**src/rtl/minimum_covering_window_macros.svh**
```systemverilog
// Assertion macros for the minimum covering window design, included by the back part.
`ifndef MINIMUM_COVERING_WINDOW_MACROS_SVH
`define MINIMUM_COVERING_WINDOW_MACROS_SVH

// Check that cons holds in the same cycle whenever ante holds.
`define MCW_ASSERT(lbl, ante, cons, msg) \
    lbl: assert property (@(posedge i_clk) disable iff (!i_rst_n) (ante) |-> (cons)) \
        else $error(msg);

// Check that cons holds in the cycle after ante holds.
`define MCW_ASSERT_NEXT(lbl, ante, cons, msg) \
    lbl: assert property (@(posedge i_clk) disable iff (!i_rst_n) (ante) |=> (cons)) \
        else $error(msg);

`endif

```
**src/rtl/mcw_fifo.sv**
```systemverilog
// Small register FIFO used between the front and back parts and on the result side.
module mcw_fifo #(
    parameter int WIDTH = 8,
    parameter int DEPTH = 2
) (
    input  logic             i_clk,
    input  logic             i_rst_n,
    input  logic             i_push,
    input  logic [WIDTH-1:0] i_wdata,
    output logic             o_full,
    input  logic             i_pop,
    output logic [WIDTH-1:0] o_rdata,
    output logic             o_empty
);
    localparam int AW = (DEPTH > 1) ? $clog2(DEPTH) : 1;

    logic [WIDTH-1:0] r_mem [DEPTH];
    logic [AW-1:0]    r_wr, n_wr;
    logic [AW-1:0]    r_rd, n_rd;
    logic [AW:0]      r_count, n_count;
    logic             do_push;
    logic             do_pop;

    assign o_full  = (r_count == (AW+1)'(DEPTH));
    assign o_empty = (r_count == '0);
    assign o_rdata = r_mem[r_rd];
    assign do_push = i_push && !o_full;
    assign do_pop  = i_pop && !o_empty;

    // Advance pointers with wrap at the depth
    always_comb begin
        n_wr = r_wr;
        n_rd = r_rd;
        if (do_push) begin
            n_wr = (r_wr == AW'(DEPTH - 1)) ? '0 : r_wr + 1'b1;
        end
        if (do_pop) begin
            n_rd = (r_rd == AW'(DEPTH - 1)) ? '0 : r_rd + 1'b1;
        end
        n_count = r_count + (AW+1)'(do_push) - (AW+1)'(do_pop);
    end

    always_ff @(posedge i_clk) begin
        if (!i_rst_n) begin
            r_wr    <= '0;
            r_rd    <= '0;
            r_count <= '0;
        end else begin
            r_wr    <= n_wr;
            r_rd    <= n_rd;
            r_count <= n_count;
        end
    end

    // Store the pushed request
    always_ff @(posedge i_clk) begin
        if (do_push) begin
            r_mem[r_wr] <= i_wdata;
        end
    end

endmodule

```
**config.mk**
```make
export PLATFORM = sky130hd
export DESIGN_NAME = mcw_fifo
export DESIGN_NICKNAME = d
export VERILOG_FILES = /design/src/rtl/minimum_covering_window_macros.svh /design/src/rtl/mcw_fifo.sv
export SDC_FILE = /design/constraint.sdc
export NUM_CORES = 1
export LEC_CHECK = 0
export BUFFER_PORTS_ARGS = -buffer_cell sky130_fd_sc_hd__buf_2
export CAP_MARGIN = 10
export CORE_MARGIN = 5
export CORE_UTILIZATION = 52
export DETAILED_ROUTE_END_ITERATION = 7
export PLACE_DENSITY_LB_ADDON = 0.05
export SYNTH_ARGS = -nofsm -noshare
export SYNTH_HDL_FRONTEND = slang
export SYNTH_SLANG_ARGS = --single-unit
```
**constraint.sdc**
```tcl
create_clock -name i_clk -period 3.9 [get_ports i_clk]
set_input_delay 0.39 -clock i_clk [delete_from_list [all_inputs] [get_ports i_clk]]
set_output_delay 0.39 -clock i_clk [all_outputs]
set_load 0.01 [all_outputs]
```
==> run metrics <==
Hold Path Class=primary input to register; Max Buffers Root-to-Sink=2; final layout net count=91; unrepaired setup endpoints after global routing=false; worst hold start=i_wdata[6]; clock root buffer master=sky130_fd_sc_hd__clkbuf_4; Post-CTS Repair Setup Buffers=0; Post-Syn Area=812 um^2; antenna cells=0; Power Density=633 nW/um^2; wirelength, routed=1190 um; wire length of the first global-routing pass=2060 um; area after detailed placement=932 um^2; maximum frequency from static timing analysis=571 MHz; post-synthesis net count=66; fill cell instance count of the final layout=122; outcome=complete, no violations; Avg Vias per Cell=4.97; remaining global-route overflow=0; Hold Buf Count CTS=0; number of register bits inferred by synthesis=21; capturing point of the worst reg2reg path=r_count[1]$_SDFF_PN0_; Avg Inst Size Synth=15.6 um^2; post-route antenna net violation count=0; overall via count from detail_route=457; half-perimeter wire length after detailed placement=907 um; total routing resource utilization after global routing=0.111; clock network latency to the later pin of the worst-skew pair=300 ps; most frequent standard cell in the layout excluding fill and tap cells=sky130_fd_sc_hd__buf_2; worst setup slack for register-to-register paths=2240 ps; placer's final routability congestion estimate=0.764; leading cell types in the layout, fill and taps excluded=sky130_fd_sc_hd__buf_2, sky130_fd_sc_hd__edfxtp_1, sky130_fd_sc_hd__mux2_2; port buffer count=21; antenna violations before repair=0; num rows=14; number of clock sinks seen by CTS=21; cell area after layout=958 um^2; register area share after synthesis=0.715; Die Y=49.5 um; worst hold path cell count=1; CTS tree=built; H-tree lvl count=1; maximum fanout along the worst path=8; Fin Setup TNS=0 ps; library cell with the largest summed area after synthesis=sky130_fd_sc_hd__edfxtp_1; count of routing violations after the opening detailed-route iteration=10; Critical Path RT=3510 ps; minimum setup slack in the final design=2150 ps; Final Cycle Share=0.449; final worst path period need=1750 ps; utilization after layout=0.644; pin count of the biggest net entering global routing=12; horizontal die dimension=49.5 um; DRC violation count after routing=0; Area growth, synth to finish=18.0%; crit end category=output port; Register-to-Register Path Depth=8; reg-to-reg critical path startpoint=r_count[0]$_SDFF_PN0_; vias in the first global route=460; leading cell types by total area after synthesis=sky130_fd_sc_hd__edfxtp_1, sky130_fd_sc_hd__dfxtp_1, sky130_fd_sc_hd__mux2_2; number of warnings printed during yosys synthesis=0; type of the worst setup path=register to output port; worst supply voltage drop on vdd=0.293 mV; maxcap violations=0; worst setup slack after placement=2240 ps; Worst Max-Slew Pin Slew=665 ps; Core Box Area=1490 um^2; routed wirelength normalized by instance count=12.9 um; kind of start point of the critical path=register; Initial Util=0.545; Total Die Area=2450 um^2; area share of the largest cell type after synthesis=0.592; slowest cell on the critical path=sky130_fd_sc_hd__dfxtp_1; dpl cells=88; Unique masters post-synth=17; final worst clock skew=6.50 ps; Fin. Hold Viols=0; Cells after Synth=52; post-route non-filler standard cell count=92; number of gates given a new drive strength after cts=0; proportion of layout cells with a drive suffix above 1=0.447; worst-case hold path end point=r_mem[0][6]$_DFFE_PP_; max_slew headroom=0.555; clock-pin slew on the worst setup and hold paths=110 ps; Final Setup Violations=0; number of search-and-repair iterations in the first detailed-routing pass=4; Boundary Pins=22; Lkg Pwr=0.406 nW; cells along the critical path=mux2_2 -> buf_2; data arrival time of the worst path=1360 ps; number of slew-limit violations in the final report=0; delay of the slowest cell on the worst path=540 ps; number of clock buffers inserted by TritonCTS=3
-- synth_stat cells --
cell and instances:
sky130_fd_sc_hd__edfxtp_1 16, sky130_fd_sc_hd__mux2_2 8, sky130_fd_sc_hd__nor3_1 1, sky130_fd_sc_hd__and2_1 1, sky130_fd_sc_hd__mux2i_1 1, sky130_fd_sc_hd__nand2_1 2, sky130_fd_sc_hd__inv_1 3, sky130_fd_sc_hd__nand2b_1 2
sky130_fd_sc_hd__xnor2_1 1, sky130_fd_sc_hd__o21a_2 1, sky130_fd_sc_hd__and2_2 1, sky130_fd_sc_hd__ha_1 2, sky130_fd_sc_hd__xor2_1 1, sky130_fd_sc_hd__and3_1 1, sky130_fd_sc_hd__buf_2 1, sky130_fd_sc_hd__nor2_1 5
sky130_fd_sc_hd__dfxtp_1 5
-- report_power, final --
group | leakage (nW) | total [mW] | switching (mW) | internal [mW]
Combinational | 0.200 | 0.185 | 0.0897 | 0.0950
Clock | 0.0150 | 0.0991 | 0.0593 | 0.0398
Sequential | 0.191 | 0.322 | 0.0301 | 0.292
-- worst max-delay path by stage --
stage                          start               endpoint  slack, ps  cells past startpoint
6_report                    register             o_rdata[2]       2150                      2
5_1_grt                     register             o_rdata[2]       2040                      2
4_1_cts                     register             o_rdata[2]       2110                      2
3_5_place_dp   r_count[0]$_SDFF_PN0_  r_count[1]$_SDFF_PN0_       2240                      8
3_3_place_gp                   i_pop  r_count[1]$_SDFF_PN0_       2290                      8
2_1_floorplan  r_count[0]$_SDFF_PN0_  r_count[1]$_SDFF_PN0_       2360                      8
-- critical path, delay by kind of cell, from the launching register on --
| kind | cells | cell delay [ps] |
|---|---|---|
| flops | 1 | 540 |
| buf+inv | 1 | 140 |
| mux | 1 | 380 |
-- metrics by stage --
step	hold slack (ps)	power (mW)
floorplan	455	0.452
global placement	479	0.513
detailed placement	479	0.518
CTS	263	0.618
global route	248	0.657
finish	276	0.606
-- cells by family after synthesis --
kind of cell,synth area share
AND/OR/NAND/NOR,0.0786
adder cells (fa/ha/maj),0.0308
AO/OA/AOI/OAI,0.0108
flip-flops,0.715
buffers and inverters,0.0200
XOR/XNOR,0.0216
multiplexers,0.123
-- cell type report --
type                       count  area (um^2)  share of cell area
sequential                    21          581               0.606
multi-input combinational     27          215               0.225
timing repair buffer          21          105               0.110
clock buffer                   4         26.3              0.0274
tap                           16         20.0              0.0209
inverter                       3         11.3              0.0117
-- sequential cells by signal (all words and copies together) (netlist names), named ones only --
register	cells
r_mem	16
r_count	2
r_rd	1
r_wr	1
-- metal layers --
metal / global-route usage / up-vias / part of all wire / wire (um)
met5: 0 / - / 0 / 0
met4: 0.0524 / 0 / 0.012 / 14
met3: 0.0361 / 2 / 0.066 / 78
met2: 0.182 / 14 / 0.53 / 628
met1: 0.130 / 208 / 0.39 / 464
li1: - / 233 / - / -
No activity file was read; power rests on OpenSTA's default activity.
