**src/rtl/minimum_covering_window_macros.svh**
```systemverilog
// Assertion macros for the minimum covering window design, included by the back part.
`ifndef MINIMUM_COVERING_WINDOW_MACROS_SVH
`define MINIMUM_COVERING_WINDOW_MACROS_SVH

// Check that cons holds in the same cycle whenever ante holds.
`define MCW_ASSERT(lbl, ante, cons, msg) \
    lbl: assert property (@(posedge i_clk) disable iff (!i_rst_n) (ante) |-> (cons)) \
        else $error(msg);

// Check that cons holds in the cycle after ante holds.
`define MCW_ASSERT_NEXT(lbl, ante, cons, msg) \
    lbl: assert property (@(posedge i_clk) disable iff (!i_rst_n) (ante) |=> (cons)) \
        else $error(msg);

`endif

```
**src/rtl/mcw_pkg.sv**
```systemverilog
// Types, register codes and the pattern classifier of the minimum covering window block.
package mcw_pkg;

    // Register indexes of the configuration port
    localparam int CFG_IDX_W = 2;
    localparam logic [CFG_IDX_W-1:0] CFG_PATTERN_BYTES  = 2'd0;
    localparam logic [CFG_IDX_W-1:0] CFG_PATTERN_LENGTH = 2'd1;
    localparam int CFG_DATA_W = 64;
    localparam int MAX_SLOTS = 8;

    typedef struct packed {
        logic [7:0] text_char;
        logic       text_end;
    } t_in_req;

    typedef struct packed {
        logic        window_found;
        logic [9:0]  best_start;
        logic [10:0] best_length;
        logic        buffer_overflow;
        logic        final_result;
    } t_result;

    // Pattern as seen by the datapath; length is already saturated to the slot count
    typedef struct packed {
        logic [63:0] bytes;
        logic [3:0]  length;
    } t_pattern;

    // Classification of one byte against the pattern
    typedef struct packed {
        logic       hit;
        logic [2:0] slot;
        logic [3:0] need;
    } t_class;

    typedef struct packed {
        t_in_req req;
        t_class  cls;
    } t_mid_item;

    typedef enum logic [1:0] {
        BK_IDLE,
        BK_SHRINK,
        BK_FINISH
    } t_back_state;

    // Find the lowest valid slot holding c and count its copies in the pattern
    function automatic t_class classify(t_pattern pat, logic [7:0] c);
        t_class r;
        r = '0;
        for (int s = MAX_SLOTS - 1; s >= 0; s--) begin
            if ((4'(s) < pat.length) && (pat.bytes[8*s +: 8] == c)) begin
                r.hit  = 1'b1;
                r.slot = 3'(s);
                r.need = r.need + 4'd1;
            end
        end
        return r;
    endfunction

endpackage

```
**src/rtl/mcw_front.sv**
```systemverilog
// Front part: accepts text bytes, classifies them against the pattern, feeds the queue.
module mcw_front (
    input  logic                i_clk,
    input  logic                i_rst_n,
    input  mcw_pkg::t_pattern   i_pat,
    input  logic                i_push,
    input  mcw_pkg::t_in_req    i_req,
    output logic                o_full,
    output logic                o_mid_push,
    output mcw_pkg::t_mid_item  o_mid_item,
    input  logic                i_mid_full
);
    import mcw_pkg::*;

    logic      r_valid, n_valid;
    t_mid_item r_item, n_item;
    logic      accept;

    assign o_full     = r_valid && i_mid_full;
    assign accept     = i_push && !o_full;
    assign o_mid_push = r_valid;
    assign o_mid_item = r_item;

    // Capture and classify a new request, drop the held one once the queue takes it
    always_comb begin
        n_valid = r_valid;
        n_item  = r_item;
        if (r_valid && !i_mid_full) begin
            n_valid = 1'b0;
        end
        if (accept) begin
            n_valid    = 1'b1;
            n_item.req = i_req;
            n_item.cls = classify(i_pat, i_req.text_char);
        end
    end

    always_ff @(posedge i_clk) begin
        if (!i_rst_n) begin
            r_valid <= 1'b0;
        end else begin
            r_valid <= n_valid;
        end
    end

    always_ff @(posedge i_clk) begin
        r_item <= n_item;
    end

endmodule

```
**config.mk**
```make
export PLATFORM = sky130hd
export DESIGN_NAME = mcw_front
export DESIGN_NICKNAME = d
export VERILOG_FILES = /design/src/rtl/minimum_covering_window_macros.svh /design/src/rtl/mcw_pkg.sv /design/src/rtl/mcw_front.sv
export SDC_FILE = /design/constraint.sdc
export NUM_CORES = 1
export LEC_CHECK = 0
export BUFFER_PORTS_ARGS = -buffer_cell sky130_fd_sc_hd__buf_2
export CORE_AREA = 2 2 69 71
export DETAILED_ROUTE_END_ITERATION = 7
export DIE_AREA = 0 0 71 73
export PLACE_DENSITY = 0.78
export SETUP_SLACK_MARGIN = 0.05
export SLEW_MARGIN = 10
export SYNTH_ARGS = -nofsm -noshare
export SYNTH_HDL_FRONTEND = slang
export SYNTH_SLANG_ARGS = --single-unit
```
**constraint.sdc**
```tcl
create_clock -name i_clk -period 12.15 [get_ports i_clk]
set_input_delay 2.43 -clock i_clk [delete_from_list [all_inputs] [get_ports i_clk]]
set_output_delay 2.43 -clock i_clk [all_outputs]
set_load 0.01 [all_outputs]
```
==> summary.txt, run 1 <==
Floorplan
  • Top Ports: 100
  • DIE AREA: 0.00518 sq mm
  • CORE AREA: 0.00454 sq mm
  • Number of core rows: 25
  • Die Span Y: 73 microns
  • Horiz. Die Dim: 71 microns
  • Initial Util: 0.428

Route
  • Via Count: 1766
  • Final ANT Viol Nets: 0
  • WL/cell: 13.9 microns
  • Drt pass-1 iters: 4
  • Remaining DRCs: 0
  • DR iter-0 viols: 94
  • Detailed Route WL: 4.82 mm
  • Via density: 5.09

Synth
  • Average cell area after synthesis: 9.86 sq um
  • Count of cell types in the netlist: 39
  • Primary FF master, synth: edfxtp_1
  • Syn nets: 284
  • EDFF count, synth: 17
  • Synth Cell Area: 0.00194 sq mm
  • Synth Instances: 197
  • Async SR Flop Fraction: 0
  • Synthesis-stage register bit count: 18
  • Synth warn: 0
  • Register area share after synthesis: 0.273

GRT
  • Vias in the first global route: 1732
  • Largest net degree at the start of global routing: 18
  • Total gr overflow: 0
  • GRT Total Usage: 0.187
  • Global-route wire length before repair: 7.69 mm
  • Initial antenna violation count: 0

STA
  • Hold WS: 637 ps
  • Unrepaired setup endpoints after global routing: no
  • Final setup fails: 0
  • Final period utilization: 0.596
  • Max-slew headroom at the worst pin: 0.461
  • Clock skew: 1.18 ps
  • Fmax: 138 MHz
  • Final setup TNS: 0 ps
  • Final hold violation count: 0
  • Worst-Margin Slew: 803 ps
  • Slew Limit Fails: 0
  • Post-layout min period: 7240 ps

Critical path
  • Critical path arrival: 7250 ps
  • CP Cell Sequence: buf_2 > xor2_1 > nor4_1 > nand3_1 > ha_1 > inv_1 > xnor2_2 > inv_1 > ha_1 > or2b_1 > o31a_1 > ha_1 > inv_1 > nor2_1 > a21o_1 > ha_1 > mux2_2 > a31o_2 > ha_1 > mux2_2 > ha_1 > mux2_2
  • Crit path capture: o_mid_item[1]
  • Worst R2R Start: o_mid_push
  • Critical path's slowest cell: nor4_1
  • CP endpoint kind: flop
  • R2r setup slk: 11010 ps
  • Crit path top cell by count: ha_1
  • Worst reg2reg path depth: 3
  • Crit path required time: 12160 ps
  • CP Class: in2reg
  • Setup crit start: i_req[5]
  • Startpoint types: input port
  • Largest stage delay, worst path: 400 ps
  • R2R Path End: o_mid_item[12]
  • Critical Path Fanout Max: 9

Clocking
  • CTS Hold Bufs: 0
  • CTS Sinks: 18
  • CTS tree: done
  • Clock tree buffer depth: 2
  • CTS buffer count: 3
  • CTS resizes: 0
  • Postcts setup bufs: 0
  • Worst skew pair latency: 250 ps
  • Clock transition at path regs: 70 ps
  • CTS Root Cell: clkbuf_8
  • H-Tree Depth: 1

Hold path
  • HP Class: reg2reg
  • Hold Path Stages: 2

Cells and area
  • Fill cells: 404
  • Sequential cell area: 531 sq um
  • Ant diodes: 0
  • Area growth syn-to-layout: 28.1%
  • # nets final: 381
  • Most frequent cells in the layout: 99 x buf_2, 44 x xor2_1, 32 x xnor2_1
  • Layout cells sized above 1: 0.406
  • Area occupied by multi-input gates: 0.00131 sq mm
  • Most common cell after layout, fill and taps aside: buf_2

Placement
  • Placer Congestion: 0.825
  • IO buf count: 99
  • DPL Wire Length: 3.98 mm

Pwr
  • Max VDD drop: 0.0000328 V
  • Cell Pwr Density: 67.6 mW/mm^2
  • Leak: 1.15 nW

Job
  • Number of max-cap violations: 0

Run status
  • Outcome: finished clean
## final cells by class
class | count | area share
clock inverter | 1 | 0.00151
inverter | 8 | 0.0121
clock buffer | 3 | 0.0166
multi-input combinational | 163 | 0.528
sequential | 18 | 0.213
timing repair buffer | 100 | 0.202
tap | 54 | 0.0271
## power breakdown
group	switching (mW)	internal, mW	leakage (nW)	total (mW)
clock network	0.0197	0.0224	0.0231	0.0421
logic	0.0279	0.0258	0.949	0.0537
registers	0.000715	0.0718	0.175	0.0725
total	0.0483	0.120	1.15	0.168
## logic make-up after synthesis
| kind of cell | count (synthesis) | synth area share |
|---|---|---|
| XOR/XNOR | 80 | 0.380 |
| adder cells (fa/ha/maj) | 6 | 0.0386 |
| AND/OR/NAND/NOR | 56 | 0.173 |
| AO/OA/AOI/OAI | 18 | 0.0676 |
| flip-flops | 18 | 0.273 |
| buffers and inverters | 16 | 0.0509 |
| multiplexers | 3 | 0.0174 |
## synthesized netlist by cell type, types with 2 or more instances
library cell,n,area (sq um)
o21a_1,4,30.0
nor4_2,2,25.0
nor2_1,9,33.8
edfxtp_1,17,510
nand3_1,4,20.0
a21o_1,2,15.0
ha_1,6,75.1
o21ai_0,2,10.0
buf_6,3,33.8
nand4_1,12,75.1
buf_4,4,30.0
inv_1,8,30.0
nand2_1,5,18.8
nor4_1,6,37.5
nor3_1,8,40.0
mux2_2,3,33.8
xnor2_2,3,48.8
xnor2_1,32,280
xor2_1,44,385
a21oi_1,4,20.0
## worst min-delay path by stage
stage | start | end | slack, ps
finish | o_mid_push | o_mid_push | 640
global route | o_mid_push | o_mid_push | 680
CTS | o_mid_push | o_mid_push | 640
detailed placement | o_mid_push | o_mid_push | 630
global placement | o_mid_push | o_mid_push | 590
floorplan | o_mid_push | o_mid_push | 710
## metal layers
metal	track usage	up-vias	wire, microns
met4	0.0629	0	76
met3	0.0193	8	383
li1	-	880	-
met1	0.221	800	1930
met5	0	-	0
met2	0.354	78	2430
## flip-flops by register name (all words and copies together) (netlist names)
| name | flops |
|---|---|
| o_mid_item | 17 |
| o_mid_push | 1 |
## worst max-delay path: cells and delay by family
family	cells	cell delay, ps
AOI/OAI and AO/OA	3	540
xor gates and xnor gates	2	450
and+or+nand+nor	4	900
adders and majority gates	6	1710
buffers and inverters	4	420
muxes	3	800
## through the flow
| stage | instance area [sq um] | cells | setup slack [ps] | util | power (mW) |
|---|---|---|---|---|---|
| after floorplan | 1940 | 197 | 5120 | - | 0.106 |
| after global placement | 2440 | 343 | 4880 | 0.539 | 0.126 |
| after detailed placement | 2440 | 343 | 4730 | 0.539 | 0.128 |
| after CTS | 2490 | 347 | 5000 | 0.549 | 0.169 |
| after global routing | 2490 | 347 | 4690 | 0.549 | 0.176 |
| final | 2490 | 347 | 4910 | 0.549 | 0.168 |
(Power assumes the default switching activity.)
==> run 2: changes to the inputs <==
- clock period: 12.15 -> 7.4 ns (I/O delays scaled with it)
==> run 2 against run 1 <==
  * Combinational power grew 65%
  * Via count up 2.3%
  * Sequential share of layout area is the same
  * Clock skew increased by 1.2 ps
  * Utilization stayed put
  * First-iteration DRC count increased by 6.4%
  * Global-route usage decreased by 0.12 points
  * Critical path depth stayed put
  * Setup slack got worse by 3700 ps
==> summary.txt, run 2 (synthesized netlist as in run 1, its figures left out) <==
Run status
  • Outcome: finished clean

Route
  • Drt pass-1 iters: 4
  • Detailed Route WL: 4.83 mm
  • DR iter-0 viols: 100
  • Via Count: 1806
  • Remaining DRCs: 0
  • WL/cell: 13.9 microns
  • Final ANT Viol Nets: 0
  • Via density: 5.20

Critical path
  • CP Class: in2reg
  • Crit path required time: 7410 ps
  • Critical path arrival: 6240 ps
  • R2r setup slk: 6250 ps
  • Worst reg2reg path depth: 3
  • Worst R2R Start: o_mid_push
  • R2R Path End: o_mid_item[1]
  • Critical Path Fanout Max: 9
  • Startpoint types: input port
  • CP endpoint kind: flop

Cells and area
  • Post-Route Utilization: 0.549
  • Most frequent cells in the layout: 99 x buf_2, 44 x xor2_1, 32 x xnor2_1
  • Layout cells sized above 1: 0.406
  • Max reg flops: 17
  • # nets final: 381
  • Most common cell after layout, fill and taps aside: buf_2
  • Ant diodes: 0
  • Sequential cell area: 531 sq um
  • Fill cells: 424
  • Area growth syn-to-layout: 28.1%
  • Area occupied by multi-input gates: 0.00131 sq mm

Clocking
  • CTS Root Cell: clkbuf_8
  • H-Tree Depth: 1
  • CTS buffer count: 3
  • Worst skew pair latency: 250 ps
  • Clock tree buffer depth: 2
  • Clock transition at path regs: 70 ps
  • CTS Hold Bufs: 0
  • CTS tree: done
  • CTS Sinks: 18
  • Postcts setup bufs: 0
  • CTS resizes: 0

Pwr
  • Final Power: 278 uW
  • Leak: 1.15 nW
  • Cell Pwr Density: 112 mW/mm^2
  • Max VDD drop: 0.0000531 V

Hold path
  • HP Class: reg2reg
  • Hold Path Stages: 2
  • Worst Hold Endpoint: o_mid_push
  • HP Start: o_mid_push

GRT
  • Global-route wire length before repair: 7.56 mm
  • Met2 usage in global routing: 0.352
  • Met1 Usage GRT: 0.216
  • Vias in the first global route: 1776
  • GRT Total Usage: 0.186
  • GRT busiest layer: met2
  • Total gr overflow: 0
  • M3 GR Usage: 0.00829
  • Largest net degree at the start of global routing: 18
  • Initial antenna violation count: 0

Placement
  • IO buf count: 99
  • Placer Congestion: 0.825
  • DPL Wire Length: 4.02 mm
  • DP Worst Slack: 933 ps

STA
  • Final period utilization: 0.842
  • Setup slack after layout: 1170 ps
  • Final hold violation count: 0
  • Hold WS: 639 ps
  • Unrepaired setup endpoints after global routing: no
  • Clock skew: 2.39 ps
  • Final setup fails: 0
  • Slew Limit Fails: 0
  • Worst-Margin Slew: 835 ps
  • Post-layout min period: 6230 ps
  • Max-slew headroom at the worst pin: 0.439
  • Final setup TNS: 0 ps
  • Fmax: 161 MHz

Floorplan
  • Horiz. Die Dim: 71 microns
  • CORE AREA: 0.00454 sq mm
  • Top Ports: 100
  • Initial Util: 0.428
  • DIE AREA: 0.00518 sq mm
  • Number of core rows: 25
  • Die Span Y: 73 microns

Job
  • Number of max-cap violations: 0
## run 2: cell counts in the layout (fill, tap and decap cells not counted)
No cell type changed its count.
## run 2: critical path: stages
cell	delay (ps)
buf_2	190
xor2_1	190
nor4_1	360
nand3_1	230
ha_1	330
inv_1	70
xnor2_2	240
inv_1	70
ha_1	290
or2b_1	220
o31a_1	140
ha_1	280
inv_1	60
nor2_1	50
a21o_1	160
ha_1	260
mux2_2	260
a31o_2	240
ha_1	290
mux2_2	290
ha_1	270
mux2_2	250
## run 2: worst max path at each step
stage             start       endpoint  depth (start not counted)
6_report       i_req[5]  o_mid_item[1]                         22
5_1_grt        i_req[7]  o_mid_item[1]                         22
4_1_cts        i_req[5]  o_mid_item[1]                         22
3_5_place_dp   i_req[5]  o_mid_item[1]                         22
3_3_place_gp   i_req[6]  o_mid_item[1]                         22
2_1_floorplan  i_req[5]  o_mid_item[1]                         22
## run 2: routing by layer
layer  share of wire  vias up  wire [microns]
met3           0.064       11             311
met5               0        -               0
li1                -      879               -
met2            0.51       84            2450
met1            0.40      832            1940
met4           0.025        0             120
## run 2: layout make-up
class | instances | share of cell area
Clock buffer | 3 | 0.0166
Clock inverter | 1 | 0.00151
Inverter | 8 | 0.0121
Multi-Input combinational cell | 163 | 0.528
Sequential cell | 18 | 0.213
Tap cell | 54 | 0.0271
Timing Repair Buffer | 100 | 0.202
## run 2: metrics by stage
stage	cell area [sq um]	cells
4_1_cts	2490	347
5_1_grt	2490	347
3_5_place_dp	2440	343
3_3_place_gp	2440	343
2_1_floorplan	1940	197
6_report	2490	347
## run 2: where the power goes
| group | total [mW] | leakage, nW | switching, mW | internal (mW) |
|---|---|---|---|---|
| combinational | 0.0884 | 0.949 | 0.0461 | 0.0423 |
| clock | 0.0702 | 0.0231 | 0.0333 | 0.0369 |
| sequential | 0.119 | 0.175 | 0.00121 | 0.118 |
| total | 0.278 | 1.15 | 0.0806 | 0.197 |
